File: src/rtl/sti_pkg.sv
// Shared types, codes and defaults for the segment-triangle intersection block.
package sti_pkg;

	localparam int COORD_BITS_DEF = 16;
	localparam int T_FRAC_BITS_DEF = 16;

	typedef enum logic [2:0] {
		OUT_HIT        = 3'd0,
		OUT_SAME_SIDE  = 3'd1,
		OUT_COPLANAR   = 3'd2,
		OUT_OUTSIDE    = 3'd3,
		OUT_DEGENERATE = 3'd4
	} outcome_t;

	localparam logic [1:0] REG_VERTEX_A = 2'd0;
	localparam logic [1:0] REG_VERTEX_B = 2'd1;
	localparam logic [1:0] REG_VERTEX_C = 2'd2;

	typedef struct packed {
		logic     hit;
		outcome_t outcome;
	} verdict_t;

endpackage

File: src/rtl/sti_div.sv
// Pipelined restoring divider that forms the crossing position, one quotient bit per stage.
module sti_div #(
	parameter int W  = 54,
	parameter int QB = 17
) (
	input  logic                clk,
	input  logic                arst_n,
	input  logic                en,
	input  logic                in_v,
	input  sti_pkg::verdict_t   in_vd,
	input  logic [W-1:0]        in_num,
	input  logic [W-1:0]        in_den,
	output logic                out_valid,
	output logic                hit,
	output logic [QB-1:0]       t_param,
	output logic [2:0]          outcome
);
	import sti_pkg::*;

	logic           v_s   [QB+1];
	verdict_t       vd_s  [QB+1];
	logic [W-1:0]   num_s [QB+1];
	logic [W-1:0]   den_s [QB+1];
	logic [QB-1:0]  q_s   [QB+1];

	always_ff @(posedge clk or negedge arst_n) begin
		if (!arst_n) begin
			for (int j = 0; j <= QB; j++) begin
				v_s[j] <= 1'b0;
			end
		end else if (en) begin
			v_s[0] <= in_v;
			for (int j = 0; j < QB; j++) begin
				v_s[j+1] <= v_s[j];
			end
		end
	end

	always_ff @(posedge clk) begin
		if (en) begin
			vd_s[0]  <= in_vd;
			num_s[0] <= in_num;
			den_s[0] <= in_den;
			q_s[0]   <= '0;
		end
	end

	for (genvar j = 0; j < QB; j++) begin : g_step
		logic         ge;
		logic [W-1:0] rem;
		assign ge  = num_s[j] >= den_s[j];
		assign rem = ge ? num_s[j] - den_s[j] : num_s[j];
		always_ff @(posedge clk) begin
			if (en) begin
				vd_s[j+1]  <= vd_s[j];
				den_s[j+1] <= den_s[j];
				num_s[j+1] <= {rem[W-2:0], 1'b0};
				q_s[j+1]   <= {q_s[j][QB-2:0], ge};
			end
		end
	end

	assign out_valid = v_s[QB];
	assign hit       = vd_s[QB].hit;
	assign outcome   = vd_s[QB].outcome;
	assign t_param   = vd_s[QB].hit ? q_s[QB] : '0;

endmodule

File: config.mk
export PLATFORM = sky130hd
export DESIGN_NAME = sti_div
export DESIGN_NICKNAME = d
export VERILOG_FILES = /design/src/rtl/sti_pkg.sv /design/src/rtl/sti_div.sv
export SDC_FILE = /design/constraint.sdc
export NUM_CORES = 2
export LEC_CHECK = 0
export BUFFER_PORTS_ARGS = -buffer_cell sky130_fd_sc_hd__buf_2
export CAP_MARGIN = 20
export CORE_ASPECT_RATIO = 0.5
export CORE_MARGIN = 2
export CORE_UTILIZATION = 35
export DETAILED_ROUTE_END_ITERATION = 6
export PLACE_DENSITY = 0.61
export SYNTH_ARGS = -nofsm -noshare
export SYNTH_HDL_FRONTEND = slang
export SYNTH_SLANG_ARGS = --single-unit
File: constraint.sdc
create_clock -name clk -period 3.52 [get_ports clk]
set_clock_uncertainty 0.1 [all_clocks]
set_input_delay 0.176 -clock clk [delete_from_list [all_inputs] [get_ports clk]]
set_output_delay 0.176 -clock clk [all_outputs]
set_load 0.02 [all_outputs]
==> results.cfg <==
[sta]
setup_ws_ns = -0.417
relSlewSlack_pct = 5.81
fmax_mhz = 254
drv_slew = 0
setup_viol = 650
period_share_pct = 112
setup_tns_ns = -120.79
rsz0062_at_grt = yes
final-hold-violation-count = 0
worst_pin_slew_ns = 1.41
whs_ns = 0.296
fin_crit_ns = 3.94

[critical_path]
cp_max_fo = 7
cp-start-kind = register
critical_path_class = register to register
cp-end-kind = register
arrival_ns = 4.45
worstPathRequired_ns = 4.04

[clock_tree]
cts_root_buf = clkbuf_16
cts.sinks = 2063
cts_made_buffers = 214
tritoncts = done
cts_max_level = 4
insertion_delay_ns = 0.91
cts.reportedPaths.clkPinSlew_ns = 0.07
clockBufferDepth = 4

[power]
total_power_mw = 153
cellPowerDensity_nw_per_um2 = 886
p_leak_nw = 74.3
vdd_drop_max_uv = 439

[floorplan]
die_area_um2 = 358000
rows = 154
initial_core_util_pct = 35.1
fp.dieW_um = 845
ios = 138
core_um2 = 352000
die_y_um = 424

[logic_synthesis]
netlist_area_um2 = 124000
synth_top_area_share_pct = 49.7
synth_seq_area_share_pct = 50.0
ys_seq_elements = 2063
synth_edf_count = 2045
async_flop_share_pct = 0.873
synth.distinct_cells = 101
syn-num-nets = 12800
synth_area_leaders = edfxtp_1 (50%), ha_1 (9.3%), a21oi_1 (4.7%)
syn_inst = 11700
synth_area_leader_cell = edfxtp_1
yosysMostFrequentCell = edfxtp_1
ys_warn_count = 0
syn_area_per_cell_um2 = 10.5
synth_flop_cell = edfxtp_1
netlist_top_cells_count = edfxtp_1 (2045), a21oi_1 (1171), inv_1 (1157), ha_1 (917), nand2_1 (855)

[grt]
overflow = 0
grt_pass1_wl_mm = 530
antenna_found_initial = 2
grt_pass1_vias = 98200
grt_max_degree = 132
grtUsageTotal_pct = 18.3

[placed_design]
post-place-cells = 18800
gp_congestion = 0.951
place_area_um2 = 149000
dp_slack_ns = -0.678
io_buffers = 137
hpwl_mm = 248

[status]
status = complete, but fails checks
violations = design-rule violations, negative setup slack

[run]
maxCapViolations = 0

[hold_path]
holdCritPathClass = register to register

[detailed_routing]
drc = 3
route.vias.total = 98600
drt_iter0_markers = 7029
final_antenna_net_count = 0
avgViaCountPerCell = 4.96
wirelength_mm = 346
wl_per_cell_um = 17.4
firstDrtPassIters = 7

[layout]
postLayoutCellArea_um2 = 173000
fin_util_pct = 49.1
nNetsFinal = 16100
fin_cells = 19900
area_growth_pct = 39.9
drive_gt1_share_pct = 34.0
diodes = 0
num-fill-cells = 31200
[layout by cell type (no fill, tap or decap), types with 102 or more instances in the layout]
cell	count
nand2_1	718
ha_1	820
a21oi_2	217
o21bai_1	155
nor3_1	107
nand2b_1	102
nor2_1	504
nand3_1	163
a21o_1	467
nor2_4	115
xnor2_1	447
o21ai_0	554
xor2_1	309
nand4_1	243
dlygate4sd3_1	229
clkbuf_16	235
o21a_1	121
edfxtp_1	2045
o21ai_1	104
buf_2	138
o21ai_2	129
a21oi_1	930
mux2_4	242
buf_6	123
buf_4	2807
inv_1	1110
[routing by layer]
metal / up-vias / part of all wire (%) / GRT usage (%)
met5: - / 0 / 0
met4: 0 / 5.8 / 8.59
li1: 49500 / - / -
met3: 785 / 3.2 / 2.04
met2: 2088 / 47 / 31.3
met1: 46200 / 44 / 23.3
[flip-flops by register name, indices dropped and copies added, names as in the netlist]
| register | cells |
|---|---|
| out_valid | 1 |
| v_s | 17 |
| num_s | 902 |
| q_s | 153 |
| den_s | 918 |
| vd_s | 72 |
[worst max-delay path, stage by stage (launching register included)]
cell      delay [ns]
edfxtp_1        0.39
ha_1            0.32
nor2b_1         0.15
o31a_1          0.26
o31a_1          0.29
o211ai_1        0.18
buf_4           0.17
a211oi_4        0.07
o211ai_1        0.20
buf_4           0.17
o221ai_4        0.12
a41oi_2         0.30
o31ai_4         0.09
buf_12          0.16
buf_12          0.12
buf_12          0.14
buf_12          0.13
buf_16          0.13
nor2_1          0.11
a21oi_2         0.04
[cell type report]
class	count	area, µm²	share of cell area [%]
tap	4680	5860	3.39
inverter	1157	4350	2.52
timing repair buffer	3535	30500	17.6
clock buffer	269	5650	3.26
clock inverter	109	945	0.546
sequential	2063	61900	35.8
multi-input combinational	8073	63800	36.9
[logic make-up (layout without fill, tap and decap cells)]
| family | count (synthesis) | in the layout | share of synthesized area, % |
|---|---|---|---|
| simple gates | 2645 | 2645 | 10.1 |
| xor+xnor | 760 | 760 | 5.38 |
| mux | 342 | 342 | 3.10 |
| buf+inv | 1593 | 5070 | 4.96 |
| compound gates | 3386 | 3393 | 16.9 |
| flops | 2063 | 2063 | 50.0 |
| fa+ha+maj | 933 | 933 | 9.54 |
[worst paths after layout]
kind                                  to          from  cells past startpoint  slack, ns
min in group asynchronous      out_valid        arst_n                      3       0.35
max in group asynchronous        v_s[14]        arst_n                      3       2.48
setup / recovery           num_s[11][31]  num_s[10][2]                     19      -0.42
hold reg to reg               vd_s[1][0]    vd_s[0][0]                      0       0.30
setup reg to reg           num_s[11][31]  num_s[10][2]                     19      -0.42
hold / removal                vd_s[1][0]    vd_s[0][0]                      0       0.30
[repair_timing]
action / CTS / global route
pin swaps: 233 / 402
hold buffers: 229 / 0
buffers inserted: 219 / 220
setup endpoints to repair: 863 / 858
endpoints found under the hold margin: 494 / 0
cloned: 86 / 24
resized for setup: 893 / 1470
[report_power, final]
group | internal (mW) | leakage (nW) | switching, mW
combinational | 46.8 | 50.8 | 44.4
clock | 12.3 | 3.20 | 9.69
sequential | 35.7 | 20.2 | 4.20
total | 94.9 | 74.3 | 58.3
No activity file was read; power rests on OpenSTA's default activity.
